[config.mk]
export PLATFORM = sky130hd
export DESIGN_NAME = ascii_to_unsigned_any_base
export DESIGN_NICKNAME = d
export VERILOG_FILES = /design/src/design/a2u_pkg.sv /design/src/design/a2u_front.sv /design/src/design/a2u_queue.sv /design/src/design/a2u_back.sv /design/src/design/ascii_to_unsigned_any_base.sv
export SDC_FILE = /design/constraint.sdc
export NUM_CORES = 1
export LEC_CHECK = 0
export BUFFER_PORTS_ARGS = -buffer_cell sky130_fd_sc_hd__clkbuf_2
export CAP_MARGIN = 20
export CORE_AREA = 2 2 269 271
export CTS_CLUSTER_SIZE = 40
export DETAILED_ROUTE_END_ITERATION = 8
export DIE_AREA = 0 0 271 273
export GPL_ROUTABILITY_DRIVEN = 0
export PLACE_DENSITY = 0.53
export SKIP_LAST_GASP = 1
export SYNTH_ARGS = -nofsm -noshare
export SYNTH_HDL_FRONTEND = slang
export SYNTH_SLANG_ARGS = --single-unit
[constraint.sdc]
create_clock -name clk -period 11 [get_ports clk]
set_input_delay 2.75 -clock clk [delete_from_list [all_inputs] [get_ports clk]]
set_output_delay 2.75 -clock clk [all_outputs]
set_load 0.01 [all_outputs]
[src/design/a2u_pkg.sv]
// Shared types and constants of the ASCII to unsigned converter.
`default_nettype none
package a2u_pkg;

  localparam int unsigned VALUE_W    = 64;
  localparam int unsigned CONSUMED_W = 16;
  localparam int unsigned BASE_W     = 6;
  localparam int unsigned DIGIT_W    = 6;

  localparam int unsigned QDEPTH  = 2;
  localparam int unsigned QPTR_W  = 1;
  localparam int unsigned QCNT_W  = 2;

  localparam logic [7:0] CH_TAB   = 8'h09;
  localparam logic [7:0] CH_SPACE = 8'h20;
  localparam logic [7:0] CH_ZERO  = 8'h30;
  localparam logic [7:0] CH_NINE  = 8'h39;
  localparam logic [7:0] CH_UA    = 8'h41;
  localparam logic [7:0] CH_UX    = 8'h58;
  localparam logic [7:0] CH_UZ    = 8'h5A;
  localparam logic [7:0] CH_LA    = 8'h61;
  localparam logic [7:0] CH_LX    = 8'h78;
  localparam logic [7:0] CH_LZ    = 8'h7A;
  localparam logic [7:0] LETTER_OFFSET = 8'd10;

  localparam logic [BASE_W-1:0] BASE_AUTO = 6'd0;
  localparam logic [BASE_W-1:0] BASE_ONE  = 6'd1;
  localparam logic [BASE_W-1:0] BASE_OCT  = 6'd8;
  localparam logic [BASE_W-1:0] BASE_DEC  = 6'd10;
  localparam logic [BASE_W-1:0] BASE_HEX  = 6'd16;
  localparam logic [BASE_W-1:0] BASE_MAX  = 6'd36;

  typedef struct packed {
    logic [7:0]        char_byte;
    logic              first_char;
    logic [BASE_W-1:0] base;
  } src_word_t;

  typedef struct packed {
    logic [VALUE_W-1:0]    value;
    logic [CONSUMED_W-1:0] consumed;
  } res_word_t;

  // Character after classification, as the back end sees it.
  typedef struct packed {
    logic [DIGIT_W-1:0] digit;
    logic               digit_ok;
    logic               is_x;
    logic               is_space;
    logic               is_zero;
    logic               first_char;
    logic [BASE_W-1:0]  base;
  } cls_word_t;

  typedef enum logic [2:0] {
    PH_SKIP,
    PH_ZERO,
    PH_ZERO16,
    PH_XSEEN,
    PH_FIRST,
    PH_MORE,
    PH_DONE
  } phase_t;

endpackage
`default_nettype wire

[src/design/a2u_front.sv]
// Front end: classify each incoming character into digit and flag fields.
`default_nettype none
module a2u_front (
  input  a2u_pkg::src_word_t src_word,
  output a2u_pkg::cls_word_t cls_word
);

  logic [7:0] c;
  logic [7:0] digit_wide;

  assign c = src_word.char_byte;

  always_comb begin
    digit_wide        = 8'd0;
    cls_word.digit_ok = 1'b0;
    if (c >= a2u_pkg::CH_ZERO && c <= a2u_pkg::CH_NINE) begin
      digit_wide        = c - a2u_pkg::CH_ZERO;
      cls_word.digit_ok = 1'b1;
    end else if (c >= a2u_pkg::CH_LA && c <= a2u_pkg::CH_LZ) begin
      digit_wide        = c - a2u_pkg::CH_LA + a2u_pkg::LETTER_OFFSET;
      cls_word.digit_ok = 1'b1;
    end else if (c >= a2u_pkg::CH_UA && c <= a2u_pkg::CH_UZ) begin
      digit_wide        = c - a2u_pkg::CH_UA + a2u_pkg::LETTER_OFFSET;
      cls_word.digit_ok = 1'b1;
    end
    cls_word.digit      = digit_wide[a2u_pkg::DIGIT_W-1:0];
    cls_word.is_x       = (c == a2u_pkg::CH_LX) || (c == a2u_pkg::CH_UX);
    cls_word.is_space   = (c == a2u_pkg::CH_SPACE) || (c == a2u_pkg::CH_TAB);
    cls_word.is_zero    = (c == a2u_pkg::CH_ZERO);
    cls_word.first_char = src_word.first_char;
    cls_word.base       = src_word.base;
  end

endmodule
`default_nettype wire

[src/design/a2u_queue.sv]
// Short queue of classified characters between front and back end.
`default_nettype none
module a2u_queue (
  input  logic               clk,
  input  logic               rst,
  input  logic               push_valid,
  output logic               push_ready,
  input  a2u_pkg::cls_word_t push_word,
  output logic               pop_valid,
  input  logic               pop_ready,
  output a2u_pkg::cls_word_t pop_word
);

  a2u_pkg::cls_word_t entry [a2u_pkg::QDEPTH];
  logic [a2u_pkg::QPTR_W-1:0] wr_ptr;
  logic [a2u_pkg::QPTR_W-1:0] rd_ptr;
  logic [a2u_pkg::QCNT_W-1:0] count;
  logic do_push;
  logic do_pop;

  assign push_ready = (count != a2u_pkg::QCNT_W'(a2u_pkg::QDEPTH));
  assign pop_valid  = (count != '0);
  assign pop_word   = entry[rd_ptr];
  assign do_push    = push_valid && push_ready;
  assign do_pop     = pop_valid && pop_ready;

  function automatic logic [a2u_pkg::QPTR_W-1:0] wrap_inc(
    input logic [a2u_pkg::QPTR_W-1:0] p
  );
    logic [a2u_pkg::QPTR_W-1:0] r;
    if (p == a2u_pkg::QPTR_W'(a2u_pkg::QDEPTH - 1)) r = '0;
    else r = p + 1'b1;
    return r;
  endfunction

  always_ff @(posedge clk) begin
    if (do_push) begin
      entry[wr_ptr] <= push_word;
    end
  end

  always_ff @(posedge clk) begin
    if (rst) begin
      wr_ptr <= '0;
      rd_ptr <= '0;
      count  <= '0;
    end else begin
      if (do_push) wr_ptr <= wrap_inc(wr_ptr);
      if (do_pop) rd_ptr <= wrap_inc(rd_ptr);
      case ({do_push, do_pop})
        2'b10:   count <= count + 1'b1;
        2'b01:   count <= count - 1'b1;
        default: count <= count;
      endcase
    end
  end

endmodule
`default_nettype wire

[src/design/a2u_back.sv]
// Back end: parse state machine, accumulator and result register.
`default_nettype none
module a2u_back #(
  parameter int unsigned VALUE_BITS = 64,
  parameter int unsigned COUNT_BITS = 16
) (
  input  logic               clk,
  input  logic               rst,
  input  logic               cls_valid,
  output logic               cls_ready,
  input  a2u_pkg::cls_word_t cls_word,
  output logic               res_valid,
  input  logic               res_ready,
  output a2u_pkg::res_word_t res_word
);

  localparam int unsigned PROD_W = VALUE_BITS + a2u_pkg::BASE_W;

  a2u_pkg::phase_t             phase, phase_next;
  logic [VALUE_BITS-1:0]       accumulator, accumulator_next;
  logic [a2u_pkg::BASE_W-1:0]  active_base, active_base_next;
  logic [COUNT_BITS-1:0]       char_count, char_count_next;

  logic                        emit;
  logic                        do_digit;
  logic [VALUE_BITS-1:0]       emit_value;
  logic [COUNT_BITS-1:0]       emit_count;
  logic [PROD_W-1:0]           prod;
  logic [a2u_pkg::VALUE_W-1:0] value_wide;
  logic [31:0]                 count_wide;
  logic                        pop;

  function automatic logic [COUNT_BITS-1:0] count_up(input logic [COUNT_BITS-1:0] n);
    logic [COUNT_BITS-1:0] r;
    if (n == '1) r = n;
    else r = n + 1'b1;
    return r;
  endfunction

  assign pop       = cls_valid && (!res_valid || res_ready);
  assign cls_ready = !res_valid || res_ready;

  always_comb begin
    phase_next       = phase;
    accumulator_next = accumulator;
    active_base_next = active_base;
    char_count_next  = char_count;
    // A start flag restarts the string and samples its base.
    if (cls_word.first_char) begin
      phase_next       = a2u_pkg::PH_SKIP;
      accumulator_next = '0;
      active_base_next = cls_word.base;
      char_count_next  = '0;
    end
    emit       = 1'b0;
    emit_value = '0;
    emit_count = '0;
    do_digit   = 1'b0;
    prod       = '0;

    unique case (phase_next)
      a2u_pkg::PH_SKIP: begin
        if (active_base_next == a2u_pkg::BASE_ONE || active_base_next > a2u_pkg::BASE_MAX) begin
          emit       = 1'b1;
          phase_next = a2u_pkg::PH_DONE;
        end else if (cls_word.is_space) begin
          char_count_next = count_up(char_count_next);
        end else if (cls_word.is_zero && (active_base_next == a2u_pkg::BASE_AUTO ||
                                          active_base_next == a2u_pkg::BASE_HEX)) begin
          char_count_next = count_up(char_count_next);
          phase_next = (active_base_next == a2u_pkg::BASE_AUTO) ? a2u_pkg::PH_ZERO
                                                                : a2u_pkg::PH_ZERO16;
        end else begin
          if (active_base_next == a2u_pkg::BASE_AUTO) active_base_next = a2u_pkg::BASE_DEC;
          phase_next = a2u_pkg::PH_FIRST;
          do_digit   = 1'b1;
        end
      end
      a2u_pkg::PH_ZERO: begin
        if (cls_word.is_x) begin
          active_base_next = a2u_pkg::BASE_HEX;
          phase_next       = a2u_pkg::PH_XSEEN;
        end else begin
          active_base_next = a2u_pkg::BASE_OCT;
          phase_next       = a2u_pkg::PH_MORE;
          do_digit         = 1'b1;
        end
      end
      a2u_pkg::PH_ZERO16: begin
        if (cls_word.is_x) begin
          phase_next = a2u_pkg::PH_XSEEN;
        end else begin
          phase_next = a2u_pkg::PH_MORE;
          do_digit   = 1'b1;
        end
      end
      a2u_pkg::PH_XSEEN: begin
        // Prefix without a hex digit: report the lone zero.
        if (!cls_word.digit_ok || cls_word.digit >= a2u_pkg::DIGIT_W'(a2u_pkg::BASE_HEX)) begin
          emit       = 1'b1;
          emit_count = char_count_next;
          phase_next = a2u_pkg::PH_DONE;
        end else begin
          char_count_next = count_up(char_count_next);
          phase_next      = a2u_pkg::PH_MORE;
          do_digit        = 1'b1;
        end
      end
      a2u_pkg::PH_FIRST, a2u_pkg::PH_MORE: begin
        do_digit = 1'b1;
      end
      a2u_pkg::PH_DONE: begin
      end
      default: begin
      end
    endcase

    if (do_digit) begin
      if (cls_word.digit_ok && cls_word.digit < active_base_next) begin
        prod = {{a2u_pkg::BASE_W{1'b0}}, accumulator_next} *
               {{VALUE_BITS{1'b0}}, active_base_next};
        accumulator_next = prod[VALUE_BITS-1:0] + VALUE_BITS'(cls_word.digit);
        char_count_next  = count_up(char_count_next);
        phase_next       = a2u_pkg::PH_MORE;
      end else begin
        emit = 1'b1;
        if (phase_next == a2u_pkg::PH_MORE) begin
          emit_value = accumulator_next;
          emit_count = char_count_next;
        end
        phase_next = a2u_pkg::PH_DONE;
      end
    end
  end

  assign value_wide = a2u_pkg::VALUE_W'(emit_value);
  assign count_wide = 32'(emit_count);

  always_ff @(posedge clk) begin
    if (rst) begin
      phase       <= a2u_pkg::PH_SKIP;
      accumulator <= '0;
      active_base <= a2u_pkg::BASE_DEC;
      char_count  <= '0;
      res_valid   <= 1'b0;
    end else begin
      if (pop) begin
        phase       <= phase_next;
        accumulator <= accumulator_next;
        active_base <= active_base_next;
        char_count  <= char_count_next;
        res_valid   <= emit;
      end else if (res_ready) begin
        res_valid <= 1'b0;
      end
    end
  end

  always_ff @(posedge clk) begin
    if (pop && emit) begin
      res_word.value    <= value_wide;
      res_word.consumed <= count_wide[a2u_pkg::CONSUMED_W-1:0];
    end
  end

endmodule
`default_nettype wire

[src/design/ascii_to_unsigned_any_base.sv]
// Top level of the ASCII to unsigned converter in bases 2 to 36 or auto.
//
//   channel  direction  handshake              word
//   src      in         src_valid/src_ready    char_byte, first_char, base
//   res      out        res_valid/res_ready    value, consumed
//
// Flow: one character word per cycle while the back end is not held by a
//   waiting result; an accepted character is written into the queue, and a
//   result is registered, raising res_valid, at the edge that pops its
//   terminating character from the queue.
// The combinational multiply-add on the accumulator in the back end sets
//   the rate: one character is folded in per cycle while no result waits.
// Reset: synchronous rst clears the queue, empties the result register and
//   puts the parser in its whitespace phase with base ten.
// Stalls: a two-entry queue parts front and back; src_ready drops only
//   when the queue is full, and the back end holds while a result waits.
`default_nettype none
module ascii_to_unsigned_any_base #(
  parameter int unsigned VALUE_BITS = 64,
  parameter int unsigned COUNT_BITS = 16
) (
  input  logic               clk,
  input  logic               rst,
  input  logic               src_valid,
  output logic               src_ready,
  input  a2u_pkg::src_word_t src_word,
  output logic               res_valid,
  input  logic               res_ready,
  output a2u_pkg::res_word_t res_word
);

  a2u_pkg::cls_word_t front_word;
  a2u_pkg::cls_word_t back_word;
  logic               back_valid;
  logic               back_ready;

  // Classify the raw byte as it arrives.
  a2u_front u_front (
    .src_word (src_word),
    .cls_word (front_word)
  );

  // Hold classified words so either side can stall on its own.
  a2u_queue u_queue (
    .clk        (clk),
    .rst        (rst),
    .push_valid (src_valid),
    .push_ready (src_ready),
    .push_word  (front_word),
    .pop_valid  (back_valid),
    .pop_ready  (back_ready),
    .pop_word   (back_word)
  );

  // Advance the parser and register any result.
  a2u_back #(
    .VALUE_BITS (VALUE_BITS),
    .COUNT_BITS (COUNT_BITS)
  ) u_back (
    .clk       (clk),
    .rst       (rst),
    .cls_valid (back_valid),
    .cls_ready (back_ready),
    .cls_word  (back_word),
    .res_valid (res_valid),
    .res_ready (res_ready),
    .res_word  (res_word)
  );

endmodule
`default_nettype wire

==> impl_metrics.py <==
metrics = {
    "finish": {
        "layout_common_cells": "nor2_1 (519), fa_1 (240), nand2_1 (203)",
        "final_util": 0.3291,
        "fill_cells": 7326,
        "drive_above_1_share": 0.08667,
        "diodes": 0,
        "syn_to_final_growth_pct": 10.88,
        "fin_area_um2": 23360,
        "final_cells": 3350,
        "nNetsFinal": 2784,
        "final_common_cell": "nor2_1",
    },
    "job": {
        "maxCapViolCount": 0,
    },
    "synth": {
        "ys_seq_area_frac": 0.2527,
        "synth-edff-count": 114,
        "syn_area_per_cell_um2": 8.952,
        "synth.cell_area_um2": 21070,
        "synth.area.top_cells": "fa_1 (23%), edfxtp_1 (16%), nor2_1 (9.2%), dfxtp_1 (9.0%), ha_1 (8.6%)",
        "yosysTopAreaCell": "fa_1",
        "yosysTopAreaCellShare": 0.2280,
        "syn_nets": 2758,
        "syn_inst": 2354,
        "yosysUniqueCellTypes": 81,
        "ys.flop_type": "edfxtp_1",
        "ys_ff_latch": 209,
        "synth_warnings": 0,
        "async_reset_ff_frac": 0,
    },
    "worst_setup_path": {
        "crit_family": "compound AO/OA/AOI/OAI gates",
        "path_max_fanout": 39,
        "crit_path_end_kind": "register",
        "critPathLaunchType": "register",
        "crit_buf_inv": 5,
        "crit_top_cell": "fa_1",
        "worst_path_max_delay_cell": "dfxtp_1",
        "cpPeakStageDelay_ns": 1.00,
        "required_ns": 11.47,
        "arrival_ns": 10.11,
        "criticalPathCategory": "register to register",
    },
    "global_route": {
        "grt.total_usage": 0.1623,
        "grt_pass1_vias": 17991,
        "grt_pass1_wl_um": 98800,
        "grt_max_degree": 82,
        "grt_overflow_total": 0,
        "antenna_found_initial": 0,
    },
    "sta": {
        "period_share": 0.8770,
        "fin_skew_ns": 0.007537,
        "period_minus_slack_ns": 9.647,
        "rsz0062_at_grt": "no",
        "slew_headroom": 0.2912,
        "finalSetupViolations": 0,
        "holdWs_ns": 0.4592,
        "fmax_mhz": 103.7,
        "drv_slew": 0,
        "finalHoldViolCount": 0,
        "setup_tns_ns": 0,
        "worst_pin_slew_ns": 1.059,
        "post-route-worst-setup-slack_ns": 1.353,
    },
    "cts": {
        "post_cts_resize_count": 0,
        "numCtsBuffers": 27,
        "cts_hold_buf": 0,
        "cts_sinks": 209,
        "post-cts-setup-buffer-count": 0,
        "clk_latency_ns": 0.58,
        "htreeDepth": 1,
        "cts_buffer_depth": 3,
        "cts_root_buf": "clkbuf_16",
        "clkTransAtPathRegs_ns": 0.07,
        "cts_tree": "done",
    },
    "power": {
        "power_mw": 3.433,
        "irDropWorstVdd_v": 0.0001562,
        "leakagePower_nw": 10.43,
        "p_per_area_nw_per_um2": 146.9,
    },
    "detailed_routing": {
        "drtIter0Drc": 1154,
        "vias": 17373,
        "drtPass1Iterations": 5,
        "drc": 0,
        "wl_per_cell_um": 17.95,
        "wl_um": 60150,
        "postRouteAntennaNets": 0,
        "via_per_inst": 5.186,
    },
    "outcome": {
        "outcome": "finished, final reports clean",
    },
    "floorplan": {
        "pin_count": 101,
        "row_count": 98,
        "dieArea_um2": 73980,
        "core_region_area_um2": 71000,
        "chipHeight_um": 273,
        "fp.dieW_um": 271,
        "initial_core_util": 0.2968,
    },
    "placed_design": {
        "portBuffers": 100,
        "dp_cells": 3298,
        "place_ws_ns": 1.497,
        "dpl_cell_area_um2": 22470,
        "place_hpwl_um": 44520,
    },
    "min_path": {
        "hold_path.class": "register to register",
    },
}
==> worst min-delay path: stages, from the launching register on <==
cell	delay (ns)
dfxtp_1	0.33
nand2_1	0.05
o21ai_0	0.05
==> layout make-up <==
type	count	area (µm²)	area share
multi-input combinational	1925	14950	0.6398
sequential	209	5325	0.2279
tap	950	1189	0.05087
clock buffer	37	753.2	0.03224
timing repair buffer	122	685.7	0.02935
inverter	95	359.1	0.01537
clock inverter	12	103.9	0.004445
==> cells in the mapped netlist (9+ instances only) <==
library cell  instances
or3_1                15
nand2b_1             21
xnor2_1              47
nor2b_1              16
o211ai_1             17
o21ai_0              68
o21a_1               11
fa_1                240
dfxtp_1              95
ha_1                145
buf_2                 9
nor4_1               10
mux2i_1              10
nand2_1             203
xor2_1               21
a211oi_1             13
o21bai_1             25
inv_1                93
clkbuf_1            101
nand3_1              64
nor3_1               30
buf_1                14
a21o_1               62
edfxtp_1            114
mux2_2                9
nand4_1              21
a31oi_1              18
a22oi_1              39
nor2_1              519
and2_1               19
o31ai_1              12
and3_1               20
a21oi_1             128
==> cells by family after synthesis <==
logic type / synth area share
simple gates: 0.2022
compound gates: 0.1522
fa+ha+maj: 0.3141
buf+inv: 0.03990
flops: 0.2527
xor+xnor: 0.02826
mux: 0.01063
==> per-layer routing <==
layer | global-route usage | wire length, µm
met1 | 0.2133 | 26740
met4 | 0.04594 | 1470
met3 | 0.02082 | 2631
met5 | 0 | 0
met2 | 0.2796 | 29300
==> power breakdown <==
group / internal (mW) / leakage, nW / switching [mW]
Combinational: 0.341 / 8.17 / 1.06
Sequential: 1.05 / 1.85 / 0.105
Clock: 0.487 / 0.409 / 0.391
==> registers in the layout, summed over array words and instances (netlist names), named ones only <==
| name | flops |
|---|---|
| u_back.phase | 3 |
| u_back.char_count | 16 |
| u_queue.entry | 34 |
| u_queue.rd_ptr | 1 |
| u_back.res_word | 80 |
| u_back.res_valid | 1 |
| u_queue.wr_ptr | 1 |
| u_back.accumulator | 64 |
| u_back.active_base | 6 |
| u_queue.count | 2 |
==> path summary, 6_finish.rpt <==
kind / from / endpoint / slack (ns) / cells after the start
max: register / u_back.accumulator[54]$_SDFFE_PP0P_ / 1.35 / 25
min: u_back.accumulator[52]$_SDFFE_PP0P_ / u_back.accumulator[52]$_SDFFE_PP0P_ / 0.46 / 2
max reg2reg: register / u_back.accumulator[54]$_SDFFE_PP0P_ / 1.35 / 25
min reg2reg: u_back.accumulator[52]$_SDFFE_PP0P_ / u_back.accumulator[52]$_SDFFE_PP0P_ / 0.46 / 2
Power figures use the tool's default switching activity.
